`src/rtl/ir_ac_pkg.sv`:
```
// ---------------------------------------------------------------------------
// ir_ac_pkg
// Shared types, codes and lookup functions for the IR A/C pulse encoder.
// ---------------------------------------------------------------------------
`default_nettype none

package ir_ac_pkg;

  // Item operations
  typedef enum logic {
    OP_LOAD = 1'b0,
    OP_NEXT = 1'b1
  } op_t;

  // Kind of mark/space pair
  typedef enum logic [1:0] {
    SEG_HEADER = 2'd0,
    SEG_DATA   = 2'd1,
    SEG_STOP   = 2'd2
  } seg_kind_t;

  // Operating modes that matter to the encoding
  typedef enum logic [2:0] {
    MODE_COOL = 3'd0,
    MODE_HEAT = 3'd1,
    MODE_FAN  = 3'd2,
    MODE_DRY  = 3'd3,
    MODE_AUTO = 3'd4
  } mode_t;

  // Configuration register indexes
  localparam int CFG_IDX_W = 1;
  localparam logic [CFG_IDX_W-1:0] CFG_UNIT_TIME  = 1'd0;
  localparam logic [CFG_IDX_W-1:0] CFG_STOP_SPACE = 1'd1;

  localparam int UNIT_W   = 12;
  localparam int DUR_W    = 16;
  localparam int CMD_BYTES = 3;

  localparam logic [UNIT_W-1:0] UNIT_TIME_RST  = 12'd550;
  localparam logic [DUR_W-1:0]  STOP_SPACE_RST = 16'd5230;

  localparam logic [7:0] CMD_PREAMBLE   = 8'hB2;
  localparam logic [3:0] PWR_ON_CODE    = 4'b1111;
  localparam logic [3:0] PWR_OFF_CODE   = 4'b1011;
  localparam logic [3:0] FAN_FORCED     = 4'b0001;
  localparam logic [3:0] TEMP_NONE_CODE = 4'b1110;
  localparam logic [7:0] TEMP_MIN       = 8'd17;
  localparam logic [7:0] TEMP_MAX       = 8'd30;

  // One queued pair descriptor
  typedef struct packed {
    seg_kind_t kind;
    logic      bit_val;
    logic      frame;
    logic      last;
  } pair_desc_t;

  function automatic logic [3:0] fan_nibble(input logic [1:0] fan);
    logic [3:0] code;
    case (fan)
      2'd0:    code = 4'hB;
      2'd1:    code = 4'h9;
      2'd2:    code = 4'h5;
      default: code = 4'h3;
    endcase
    return code;
  endfunction

  function automatic logic [3:0] mode_nibble(input logic [2:0] mode);
    logic [3:0] code;
    case (mode)
      MODE_COOL: code = 4'b0000;
      MODE_HEAT: code = 4'b1100;
      MODE_FAN:  code = 4'b0100;
      MODE_DRY:  code = 4'b0100;
      default:   code = 4'b1000;
    endcase
    return code;
  endfunction

  // Index is temperature minus 17, valid 0..13
  function automatic logic [3:0] temp_nibble(input logic [3:0] idx);
    logic [3:0] code;
    case (idx)
      4'd0:    code = 4'h0;
      4'd1:    code = 4'h1;
      4'd2:    code = 4'h3;
      4'd3:    code = 4'h2;
      4'd4:    code = 4'h6;
      4'd5:    code = 4'h7;
      4'd6:    code = 4'h5;
      4'd7:    code = 4'h4;
      4'd8:    code = 4'hC;
      4'd9:    code = 4'hD;
      4'd10:   code = 4'h9;
      4'd11:   code = 4'h8;
      4'd12:   code = 4'hA;
      4'd13:   code = 4'hB;
      default: code = TEMP_NONE_CODE;
    endcase
    return code;
  endfunction

endpackage

`default_nettype wire

```
`src/rtl/ir_ac_front.sv`:
```
// ---------------------------------------------------------------------------
// ir_ac_front
// Accepts items, encodes commands and tracks the frame position; pushes one
// pair descriptor per 'next' item while a transmission is running.
// ---------------------------------------------------------------------------
`default_nettype none

module ir_ac_front import ir_ac_pkg::*; #(
  parameter int DATA_BYTES = 3
) (
  input  wire logic       clk,
  input  wire logic       rst_n,
  input  wire logic       in_valid,
  output      logic       in_stall,
  input  wire logic       in_operation,
  input  wire logic [2:0] in_mode,
  input  wire logic [1:0] in_fan_speed,
  input  wire logic       in_power_on,
  input  wire logic [7:0] in_temperature,
  input  wire logic       q_full,
  output      logic       q_push,
  output      pair_desc_t q_wdata
);

  localparam int DataPairs = 16 * DATA_BYTES;
  localparam int PosW      = $clog2(DataPairs + 2);
  localparam logic [PosW-1:0] DataPairsC = PosW'(DataPairs);

  logic [CMD_BYTES-1:0][7:0] cmd_r, cmd_nxt;
  logic [PosW-1:0]           pos_r, pos_nxt;
  logic                      frame_r, frame_nxt;
  logic                      busy_r, busy_nxt;

  logic            accept;
  logic            is_next;
  logic [3:0]      fc;
  logic [3:0]      tc;
  logic [7:0]      temp_off;
  logic [PosW-1:0] b_idx;
  logic [PosW-5:0] pair_idx;
  logic [7:0]      sel_byte;
  logic [2:0]      bit_idx;

  assign in_stall = q_full;
  assign accept   = in_valid && !in_stall;
  assign is_next  = (op_t'(in_operation) == OP_NEXT);
  assign temp_off = in_temperature - TEMP_MIN;

  // Command field codes
  always_comb begin
    if (in_mode inside {MODE_DRY, [MODE_AUTO:3'd7]}) begin
      fc = FAN_FORCED;
    end else begin
      fc = fan_nibble(in_fan_speed);
    end
    if (in_mode == MODE_FAN || in_temperature < TEMP_MIN || in_temperature > TEMP_MAX) begin
      tc = TEMP_NONE_CODE;
    end else begin
      tc = temp_nibble(temp_off[3:0]);
    end
  end

  // Current data bit: byte pair, true/complement, MSB first
  always_comb begin
    b_idx    = pos_r - 1'b1;
    pair_idx = b_idx[PosW-1:4];
    bit_idx  = 3'd7 - b_idx[2:0];
    sel_byte = '0;
    for (int i = 0; i < CMD_BYTES; i++) begin
      if (int'(pair_idx) == i) begin
        sel_byte = cmd_r[i];
      end
    end
    if (b_idx[3]) begin
      sel_byte = ~sel_byte;
    end
  end

  always_comb begin
    cmd_nxt           = cmd_r;
    pos_nxt           = pos_r;
    frame_nxt         = frame_r;
    busy_nxt          = busy_r;
    q_push            = 1'b0;
    q_wdata.kind      = SEG_HEADER;
    q_wdata.bit_val   = sel_byte[bit_idx];
    q_wdata.frame     = frame_r;
    q_wdata.last      = 1'b0;
    if (accept && !is_next) begin
      cmd_nxt[0] = CMD_PREAMBLE;
      cmd_nxt[1] = {fc, (in_power_on ? PWR_ON_CODE : PWR_OFF_CODE)};
      cmd_nxt[2] = {tc, mode_nibble(in_mode)};
      pos_nxt    = '0;
      frame_nxt  = 1'b0;
      busy_nxt   = 1'b1;
    end else if (accept && busy_r) begin
      q_push = 1'b1;
      if (pos_r == '0) begin
        q_wdata.kind = SEG_HEADER;
        pos_nxt      = PosW'(1);
      end else if (pos_r <= DataPairsC) begin
        q_wdata.kind = SEG_DATA;
        pos_nxt      = pos_r + 1'b1;
      end else begin
        q_wdata.kind = SEG_STOP;
        q_wdata.last = frame_r;
        pos_nxt      = '0;
        frame_nxt    = !frame_r;
        // drop busy after the second frame's stop pair
        if (frame_r) begin
          busy_nxt = 1'b0;
        end
      end
    end
  end

  always_ff @(posedge clk) begin
    cmd_r <= cmd_nxt;
    if (!rst_n) begin
      pos_r   <= '0;
      frame_r <= 1'b0;
      busy_r  <= 1'b0;
    end else begin
      pos_r   <= pos_nxt;
      frame_r <= frame_nxt;
      busy_r  <= busy_nxt;
    end
  end

endmodule

`default_nettype wire

```
`src/rtl/ir_ac_fifo.sv`:
```
// ---------------------------------------------------------------------------
// ir_ac_fifo
// Short descriptor queue between the front and back parts.
// ---------------------------------------------------------------------------
`default_nettype none

module ir_ac_fifo import ir_ac_pkg::*; #(
  parameter int DEPTH = 2
) (
  input  wire logic       clk,
  input  wire logic       rst_n,
  input  wire logic       push,
  input  wire pair_desc_t wdata,
  output      logic       full,
  input  wire logic       pop,
  output      logic       valid,
  output      pair_desc_t rdata
);

  localparam int AW = (DEPTH > 1) ? $clog2(DEPTH) : 1;
  localparam int CW = $clog2(DEPTH + 1);
  localparam logic [AW-1:0] LastPtr = AW'(DEPTH - 1);
  localparam logic [CW-1:0] DepthC  = CW'(DEPTH);

  pair_desc_t      mem_r [DEPTH];
  logic [AW-1:0]   wr_ptr_r, wr_ptr_nxt;
  logic [AW-1:0]   rd_ptr_r, rd_ptr_nxt;
  logic [CW-1:0]   count_r, count_nxt;
  logic            do_push;
  logic            do_pop;

  assign full    = (count_r == DepthC);
  assign valid   = (count_r != '0);
  assign do_push = push && !full;
  assign do_pop  = pop && valid;
  assign rdata   = mem_r[rd_ptr_r];

  always_comb begin
    wr_ptr_nxt = wr_ptr_r;
    rd_ptr_nxt = rd_ptr_r;
    count_nxt  = count_r;
    if (do_push) begin
      wr_ptr_nxt = (wr_ptr_r == LastPtr) ? '0 : wr_ptr_r + 1'b1;
    end
    if (do_pop) begin
      rd_ptr_nxt = (rd_ptr_r == LastPtr) ? '0 : rd_ptr_r + 1'b1;
    end
    if (do_push && !do_pop) begin
      count_nxt = count_r + 1'b1;
    end else if (do_pop && !do_push) begin
      count_nxt = count_r - 1'b1;
    end
  end

  always_ff @(posedge clk) begin
    if (do_push) begin
      mem_r[wr_ptr_r] <= wdata;
    end
  end

  always_ff @(posedge clk) begin
    if (!rst_n) begin
      wr_ptr_r <= '0;
      rd_ptr_r <= '0;
      count_r  <= '0;
    end else begin
      wr_ptr_r <= wr_ptr_nxt;
      rd_ptr_r <= rd_ptr_nxt;
      count_r  <= count_nxt;
    end
  end

endmodule

`default_nettype wire

```
`src/rtl/ir_ac_back.sv`:
```
// ---------------------------------------------------------------------------
// ir_ac_back
// Holds the timing registers, turns pair descriptors into mark/space
// durations and drives the registered result channel.
// ---------------------------------------------------------------------------
`default_nettype none

module ir_ac_back import ir_ac_pkg::*; (
  input  wire logic                 clk,
  input  wire logic                 rst_n,
  input  wire logic                 cfg_wr_en,
  input  wire logic [CFG_IDX_W-1:0] cfg_index,
  input  wire logic [DUR_W-1:0]     cfg_wdata,
  input  wire logic                 q_valid,
  input  wire pair_desc_t           q_rdata,
  output      logic                 q_pop,
  output      logic                 out_valid,
  input  wire logic                 out_stall,
  output      logic [DUR_W-1:0]     out_mark_time,
  output      logic [DUR_W-1:0]     out_space_time,
  output      logic [1:0]           out_segment_kind,
  output      logic                 out_frame_number,
  output      logic                 out_last_pair
);

  logic [UNIT_W-1:0] unit_r;
  logic [DUR_W-1:0]  stop_space_r;

  logic              out_valid_r, out_valid_nxt;
  logic [DUR_W-1:0]  mark_r, mark_nxt;
  logic [DUR_W-1:0]  space_r, space_nxt;
  seg_kind_t         kind_r;
  logic              frame_r;
  logic              last_r;

  logic [DUR_W-1:0]  unit_x1;
  logic [DUR_W-1:0]  unit_x3;
  logic [DUR_W-1:0]  unit_x8;

  assign unit_x1 = DUR_W'(unit_r);
  assign unit_x3 = DUR_W'({unit_r, 1'b0}) + DUR_W'(unit_r);
  assign unit_x8 = DUR_W'({unit_r, 3'b000});

  // Refill the output register when it is empty or being taken
  assign q_pop = q_valid && (!out_valid_r || !out_stall);

  always_comb begin
    case (q_rdata.kind)
      SEG_HEADER: begin
        mark_nxt  = unit_x8;
        space_nxt = unit_x8;
      end
      SEG_DATA: begin
        mark_nxt  = unit_x1;
        space_nxt = q_rdata.bit_val ? unit_x3 : unit_x1;
      end
      default: begin
        mark_nxt  = unit_x1;
        space_nxt = stop_space_r;
      end
    endcase
    if (q_pop) begin
      out_valid_nxt = 1'b1;
    end else if (!out_stall) begin
      out_valid_nxt = 1'b0;
    end else begin
      out_valid_nxt = out_valid_r;
    end
  end

  always_ff @(posedge clk) begin
    if (!rst_n) begin
      unit_r       <= UNIT_TIME_RST;
      stop_space_r <= STOP_SPACE_RST;
    end else if (cfg_wr_en) begin
      if (cfg_index == CFG_UNIT_TIME) begin
        unit_r <= cfg_wdata[UNIT_W-1:0];
      end else if (cfg_index == CFG_STOP_SPACE) begin
        stop_space_r <= cfg_wdata;
      end
    end
  end

  always_ff @(posedge clk) begin
    if (!rst_n) begin
      out_valid_r <= 1'b0;
    end else begin
      out_valid_r <= out_valid_nxt;
    end
  end

  always_ff @(posedge clk) begin
    if (q_pop) begin
      mark_r  <= mark_nxt;
      space_r <= space_nxt;
      kind_r  <= q_rdata.kind;
      frame_r <= q_rdata.frame;
      last_r  <= q_rdata.last;
    end
  end

  assign out_valid        = out_valid_r;
  assign out_mark_time    = mark_r;
  assign out_space_time   = space_r;
  assign out_segment_kind = kind_r;
  assign out_frame_number = frame_r;
  assign out_last_pair    = last_r;

endmodule

`default_nettype wire

```
`src/rtl/ir_ac_remote_pulse_encoder.sv`:
```
// ---------------------------------------------------------------------------
// ir_ac_remote_pulse_encoder
// Encodes an A/C remote command and plays it out as mark/space pairs,
// one pair per 'next' item, header + data bits + stop, frame sent twice.
// ---------------------------------------------------------------------------
//  port group | handshake            | payload
//  in_        | in_valid / in_stall  | operation, mode, fan_speed, power_on,
//             |                      | temperature
//  out_       | out_valid / out_stall| mark_time, space_time, segment_kind,
//             |                      | frame_number, last_pair
//  cfg_       | cfg_wr_en            | cfg_index, cfg_wdata
//
//  One item per cycle while in_stall is low; a 'next' item's pair goes into
//  the queue at the accepting edge, then into the output register for out_.
//  Loads and 'next' items while idle produce no result.
//  Reset (rst_n low, synchronous) empties the queue and output register,
//  restores the timing registers and leaves the encoder idle.
//  out_stall backs up the two-entry queue; in_stall rises only when it fills.
// ---------------------------------------------------------------------------
`default_nettype none

module ir_ac_remote_pulse_encoder import ir_ac_pkg::*; #(
  parameter int DATA_BYTES = 3,
  parameter int QUEUE_DEPTH = 2
) (
  input  wire logic                 clk,
  input  wire logic                 rst_n,
  input  wire logic                 cfg_wr_en,
  input  wire logic [CFG_IDX_W-1:0] cfg_index,
  input  wire logic [DUR_W-1:0]     cfg_wdata,
  input  wire logic                 in_valid,
  output      logic                 in_stall,
  input  wire logic                 in_operation,
  input  wire logic [2:0]           in_mode,
  input  wire logic [1:0]           in_fan_speed,
  input  wire logic                 in_power_on,
  input  wire logic [7:0]           in_temperature,
  output      logic                 out_valid,
  input  wire logic                 out_stall,
  output      logic [DUR_W-1:0]     out_mark_time,
  output      logic [DUR_W-1:0]     out_space_time,
  output      logic [1:0]           out_segment_kind,
  output      logic                 out_frame_number,
  output      logic                 out_last_pair
);

  logic       q_push;
  logic       q_full;
  logic       q_pop;
  logic       q_valid;
  pair_desc_t q_wdata;
  pair_desc_t q_rdata;

  ir_ac_front #(
    .DATA_BYTES (DATA_BYTES)
  ) u_front (
    .clk            (clk),
    .rst_n          (rst_n),
    .in_valid       (in_valid),
    .in_stall       (in_stall),
    .in_operation   (in_operation),
    .in_mode        (in_mode),
    .in_fan_speed   (in_fan_speed),
    .in_power_on    (in_power_on),
    .in_temperature (in_temperature),
    .q_full         (q_full),
    .q_push         (q_push),
    .q_wdata        (q_wdata)
  );

  ir_ac_fifo #(
    .DEPTH (QUEUE_DEPTH)
  ) u_fifo (
    .clk   (clk),
    .rst_n (rst_n),
    .push  (q_push),
    .wdata (q_wdata),
    .full  (q_full),
    .pop   (q_pop),
    .valid (q_valid),
    .rdata (q_rdata)
  );

  ir_ac_back u_back (
    .clk              (clk),
    .rst_n            (rst_n),
    .cfg_wr_en        (cfg_wr_en),
    .cfg_index        (cfg_index),
    .cfg_wdata        (cfg_wdata),
    .q_valid          (q_valid),
    .q_rdata          (q_rdata),
    .q_pop            (q_pop),
    .out_valid        (out_valid),
    .out_stall        (out_stall),
    .out_mark_time    (out_mark_time),
    .out_space_time   (out_space_time),
    .out_segment_kind (out_segment_kind),
    .out_frame_number (out_frame_number),
    .out_last_pair    (out_last_pair)
  );

endmodule

`default_nettype wire
```
`config.mk`:
```
export PLATFORM = sky130hd
export DESIGN_NAME = ir_ac_remote_pulse_encoder
export DESIGN_NICKNAME = d
export VERILOG_FILES = /design/src/rtl/ir_ac_pkg.sv /design/src/rtl/ir_ac_front.sv /design/src/rtl/ir_ac_fifo.sv /design/src/rtl/ir_ac_back.sv /design/src/rtl/ir_ac_remote_pulse_encoder.sv
export SDC_FILE = /design/constraint.sdc
export NUM_CORES = 1
export LEC_CHECK = 0
export ABC_AREA = 0
export BUFFER_PORTS_ARGS = -buffer_cell sky130_fd_sc_hd__buf_2
export CAP_MARGIN = 25
export CORE_UTILIZATION = 57
export CTS_CLUSTER_SIZE = 24
export DETAILED_ROUTE_END_ITERATION = 8
export PLACE_DENSITY = 0.8
export SYNTH_ARGS = -nofsm -noshare
export SYNTH_HDL_FRONTEND = slang
export SYNTH_SLANG_ARGS = --single-unit
```
`constraint.sdc`:
```
create_clock -name clk -period 3.65 [get_ports clk]
set_input_delay 0.73 -clock clk [delete_from_list [all_inputs] [get_ports clk]]
set_output_delay 0.73 -clock clk [all_outputs]
set_load 0.005 [all_outputs]
```
Word level (Yosys, flattened, before mapping)
Memory sizes are Yosys's and may differ from the RTL's. A register that Yosys moved wholly into a read port is not among the register bits.
Cells that the tools add are included.

cells by class
  add/sub/neg operators = 9
  $lt $le $gt $ge = 6
  equal/unequal tests = 12
  muxes and demuxes = 39
  bitwise logic cells = 5
  reductions and logical operators = 35

operators with widths
  cell                                                           number
  2-to-1 mux 8 bit                                               4
  one-hot mux 16 bit (2 select lines)                            1
  one-hot mux 4 bit (3 select lines)                             2
  2-to-1 mux 1 bit                                               20
  adder 13 x 12 -> 14 bit                                        1
  2-to-1 mux 14 bit                                              1
  2-to-1 mux 12 bit                                              1
  2-to-1 mux 2 bit                                               6
  2-to-1 mux 6 bit                                               2
  nonzero test 2 bit                                             5
  logical AND 1 bit                                              9
  == test 2 bit, second input constant                           4
  greater-than comparator 8 x 5 -> 1 bit, second input constant  1
  less-than comparator 8 x 5 -> 1 bit, second input constant     1
  inverter 8 bit                                                 1
  logical NOT 1 bit                                              7
  adder 6 x 1 -> 6 bit, second input constant                    1
  == test 3 x 2 -> 1 bit, second input constant                  2
  <= comparator 6 bit, second input constant                     1
  logical NOT 2 bit                                              3
  logical NOT 6 bit                                              1
  inequality test 2 x 1 -> 1 bit, second input constant          3
  subtractor 6 x 1 -> 6 bit, second input constant               1
  == test 2 x 1 -> 1 bit, second input constant                  2
  18 further kinds                                               26

storage, ports and cells
  register bits after elaboration = 89
  memory bits (writable) = 10
  bits in read-only memories = 64
  input port bits = 37
  output and inout bits = 38
  word-level logic and storage cells = 127
  memories kept = 2

memory list
  memory            depth  width  rd ports  clocked after Yosys merged registers in  write ports  line              RTL
  (name not given)  16     4      1         1                                        0            ir_ac_pkg.sv:85   case (idx)
  u_fifo.mem_r      2      5      1         1                                        1            ir_ac_fifo.sv:25  pair_desc_t mem_r [DEPTH];

Longest topological paths before layout
  depth in word-level cells = 11
  gate-level depth with buffers = 13
  mapped depth without buffers = 11

Cells and area by module
Synthesis repeated with hierarchy kept, for this count alone.

second synthesis, totals
  cell total of the unflattened synthesis = 546
  area total of the unflattened synthesis = 5326.4 um2

modules (own cells, without submodules)
  module       times used  cells an instance  area an instance (um2)  sequential area each (um2)
  ir_ac_back   1           308                3143.0                  1631.6
  ir_ac_front  1           197                1596.5                  460.4
  ir_ac_fifo   1           41                 586.8                   400.4

Least setup slack after synthesis
No wires, ideal clock.

  path kind = reg-to-reg
  start = register u_front.pos_r[0]
  end = memory u_fifo.mem_r[0][2] in the netlist's numbering, data pin
  library setup time = 274 ps
  arrival time = 2860 ps
  required time = 3376 ps
  setup slack = 515 ps
  stages on the path, launching flop included = 14
  buffers on the path = 3
  period minus slack after synthesis = 3135 ps
  path through = dfxtp_1 clkbuf_1 inv_1 ha_1 buf_4 or3b_1 buf_6 nand2_1 a41o_1 a211o_1 a31o_2 xor2_1 mux4_2 xor2_1

RTL lines
  what                    line                RTL
  from (decl)             ir_ac_front.sv:30   logic [PosW-1:0] pos_r, pos_nxt;
  from (signal assigned)  ir_ac_front.sv:124  pos_r <= pos_nxt;
  to (decl)               ir_ac_fifo.sv:25

==> impl_metrics.env <==
export IMPL_synth_cells=527
export IMPL_synth_cell_type_count=60
export IMPL_cts_hold_buf=0
export IMPL_worstReg2RegEnd="u_fifo.mem_r[1][2]"
export IMPL_die_h_um=95.8
export IMPL_sw_frac_of_total_pct=31.1
export IMPL_synth_edf_count=55
export IMPL_synth_flop_cell="edfxtp_1"
export IMPL_coreArea_um2=8380
export IMPL_root_buffer="clkbuf_8"
export IMPL_start_util_pct=59.9
export IMPL_cts_resized=0
export IMPL_worst_slew_pin_slew_ns=0.966
export IMPL_crit_fanout=9
export IMPL_finClkSkew_ns=0.00934
export IMPL_power_density_nw_per_um2=549
export IMPL_p_switching_uw=957
export IMPL_synth_fp_nets=587
export IMPL_rsz0062_at_grt="no"
export IMPL_yosys_register_bits=97
export IMPL_slew_viol_final=0
export IMPL_clock_sinks=97
export IMPL_drc=0
export IMPL_cts_tree="done"
export IMPL_post_cts_buffers=0
export IMPL_avgViaCountPerCell=5.82
export IMPL_synth_seq_area_share_pct=49.7
export IMPL_cts_htree_levels=3
export IMPL_pwr_share_clk_pct=22.1
export IMPL_intPower_mw=2.12
export IMPL_vias=4058
export IMPL_met3_usage_pct=4.74
export IMPL_critPathCaptureType="flop"
export IMPL_path_class="reg -> reg"
export IMPL_wirelength_um=10500
export IMPL_total_power_mw=3.08
export IMPL_final_hold_viol_count=0
export IMPL_numCtsBuffers=9
export IMPL_synth_top_family_by_area="simple AND/OR/NAND/NOR gates"
export IMPL_critical_path_startpoint="u_front.pos_r[1]"
export IMPL_grt_use_met1_pct=34.8
export IMPL_hpwlAfterDp_um=7530
export IMPL_gp_congestion=0.917
export IMPL_cp_endpoint="u_fifo.mem_r[1][2]"
export IMPL_peakVddDrop_uv=320
export IMPL_crit_required_ns=3.75
export IMPL_fillers=666
export IMPL_grt_pass1_vias=3552
export IMPL_yosysWarnings=0
export IMPL_row_count=33
export IMPL_leakage_nw=2.33
export IMPL_path_clk_slew_ns=0.09
export IMPL_chipWidth_um=95.8
export IMPL_dr_pass1_iters=5
export IMPL_r2r_start="u_front.pos_r[1]"
export IMPL_io_buffers=73
export IMPL_crit_arrival_ns=3.44
export IMPL_period_share_pct=91.5
export IMPL_ios=75
export IMPL_maxCapViolations=0
export IMPL_rrSetupSlack_ns=0.31
export IMPL_met2_usage_pct=37.6
export IMPL_clk_path_buf_depth=2
export IMPL_power_frac_seq_pct=49.8
export IMPL_grt_first_pass_wirelength_um=17000
export IMPL_synth_adder_area_share_pct=5.89
export IMPL_avgRoutedWirePerCell_um=15.0
export IMPL_overflow=0
export IMPL_slew_headroom_pct=35.4
export IMPL_min_path_type="reg -> reg"
export IMPL_grt_antenna_before_repair=0
export IMPL_drive_above_1_share_pct=16.6
export IMPL_worstRegToRegCells=10
export IMPL_synth_xor_area_share_pct=4.16
export IMPL_grt_busiest_layer="met2"
export IMPL_syn_to_final_growth_pct=11.8
export IMPL_synthMuxAreaShare_pct=1.92
export IMPL_synth_compound_area_share_pct=15.9
export IMPL_dieArea_um2=9180
export IMPL_fin_nets=647
export IMPL_synth_area_um2=5020
export IMPL_first_iter_violations=241
export IMPL_hp_start="u_back.stop_space_r[15]"
export IMPL_synth_async_reset_ratio_pct=0
export IMPL_antenna_cells=0
export IMPL_syn_area_per_cell_um2=9.52
export IMPL_comb_power_share_pct=28.1
export IMPL_fin_setup_tns_ns=0
export IMPL_drtAntennaViolNets=0
export IMPL_insertion_delay_ns=0.36
export IMPL_track_usage_pct=24.7
export IMPL_grt_max_degree=37
export IMPL_max_freq_mhz=299
export IMPL_synthSimpleGateAreaFrac_pct=18.3
export IMPL_setup_viol=0
export IMPL_cp_start_kind="flop"
export IMPL_status="finished, final reports clean"
export IMPL_finalCriticalPeriod_ns=3.34
## state kept, by name, indices dropped and copies added (netlist names), named ones only
signal / cells
u_front.cmd_r: 10
u_fifo.mem_r: 10
u_back.out_segment_kind: 2
u_back.out_mark_time: 15
u_front.busy_r: 1
u_back.stop_space_r: 16
u_fifo.wr_ptr_r: 1
u_front.frame_r: 1
u_fifo.rd_ptr_r: 1
u_back.out_frame_number: 1
u_back.out_last_pair: 1
u_back.unit_r: 12
u_back.out_valid: 1
u_fifo.count_r: 2
u_back.out_space_time: 16
u_front.pos_r: 6
## power by group through the flow
stage	Combinational, mW	Clock (mW)	Sequential [mW]
3_3_place_gp	0.833	0	1.55
2_1_floorplan	0.527	0	1.58
3_5_place_dp	0.860	0	1.56
4_1_cts	0.868	0.687	1.54
6_report	0.866	0.679	1.53
5_1_grt	0.972	0.735	1.56
## per-layer routing
layer	up-vias	wire length (um)	share of wire, %
met4	0	256	2.4
met1	1874	4710	45
li1	1972	-	-
met2	191	4630	44
met3	21	875	8.3
met5	-	0	0
## placed cells by master, fill, tap and decap left out, types with 7 or more instances in the layout
cell type	netlist	final
xor2_1	15	15
and2_1	10	10
xnor2_1	7	7
edfxtp_1	55	55
inv_1	22	22
nand3_1	12	12
nor2_1	41	41
a21oi_1	19	19
o21ai_0	29	29
dfxtp_1	42	42
ha_1	22	22
a21boi_0	19	19
clkbuf_8	0	10
nor2b_1	7	7
buf_2	2	73
nand2_1	106	106
## synthesized netlist by cell type, types with 7 or more instances
cell type / n / area [um2]
xnor2_1: 7 / 61.3
nand2_1: 106 / 398
nor2_1: 41 / 154
clkbuf_1: 21 / 78.8
ha_1: 22 / 275
and2_1: 10 / 62.6
inv_1: 22 / 82.6
dfxtp_1: 42 / 841
nor2b_1: 7 / 43.8
nand3_1: 12 / 60.1
xor2_1: 15 / 131
edfxtp_1: 55 / 1650
o21ai_0: 29 / 145
a21oi_1: 19 / 95.1
a21boi_0: 19 / 143
## worst min path at each step
stage / to / slack (ns) / cells after the start
6_report: u_back.stop_space_r[15] / 0.47 / 2
5_1_grt: u_back.stop_space_r[4] / 0.49 / 2
4_1_cts: u_back.stop_space_r[15] / 0.48 / 2
3_5_place_dp: u_back.stop_space_r[5] / 0.46 / 2
3_3_place_gp: u_back.stop_space_r[15] / 0.45 / 2
2_1_floorplan: u_back.stop_space_r[15] / 0.44 / 2
## kinds of logic (layout without fill, tap and decap cells)
kind of cell | after synthesis | in the layout
other | 1 | 1
xor gates and xnor gates | 23 | 23
adders and majority gates | 23 | 23
AOI/OAI and AO/OA | 120 | 120
buffers and inverters | 49 | 114
DFF | 97 | 97
muxes | 8 | 8
and+or+nand+nor | 206 | 206
## critical path, stage by stage, from the launching register on
cell,delay (ns)
dfxtp_1,0.41
inv_1,0.19
ha_1,0.35
or3b_1,0.49
mux2i_1,0.22
o21ai_1,0.11
a2111oi_2,0.37
nor2_1,0.12
xor2_1,0.16
mux4_2,0.48
xor2_1,0.17
## through the flow
stage / std cells / hold slack, ns / util [%] / worst slack (ns) / instance area [um2]
floorplan: 527 / 0.439 / - / 0.515 / 5020
finish: 697 / 0.471 / 66.9 / 0.311 / 5610
CTS: 697 / 0.475 / 66.9 / 0.327 / 5610
global placement: 681 / 0.446 / 64.6 / 0.552 / 5420
detailed placement: 681 / 0.456 / 64.6 / 0.349 / 5420
global route: 697 / 0.487 / 66.9 / 0.140 / 5610
## final cells by class
cell class                      instances  area, um2  area share, %
Clock buffer                           13        170           3.03
Clock inverter                          3       22.5          0.401
Inverter                               22       82.6           1.47
Multi-Input combinational cell        381       2320           41.4
Sequential cell                        97       2490           44.4
Tap cell                              105        131           2.34
Timing Repair Buffer                   76        388           6.91
(Power assumes the default switching activity.)
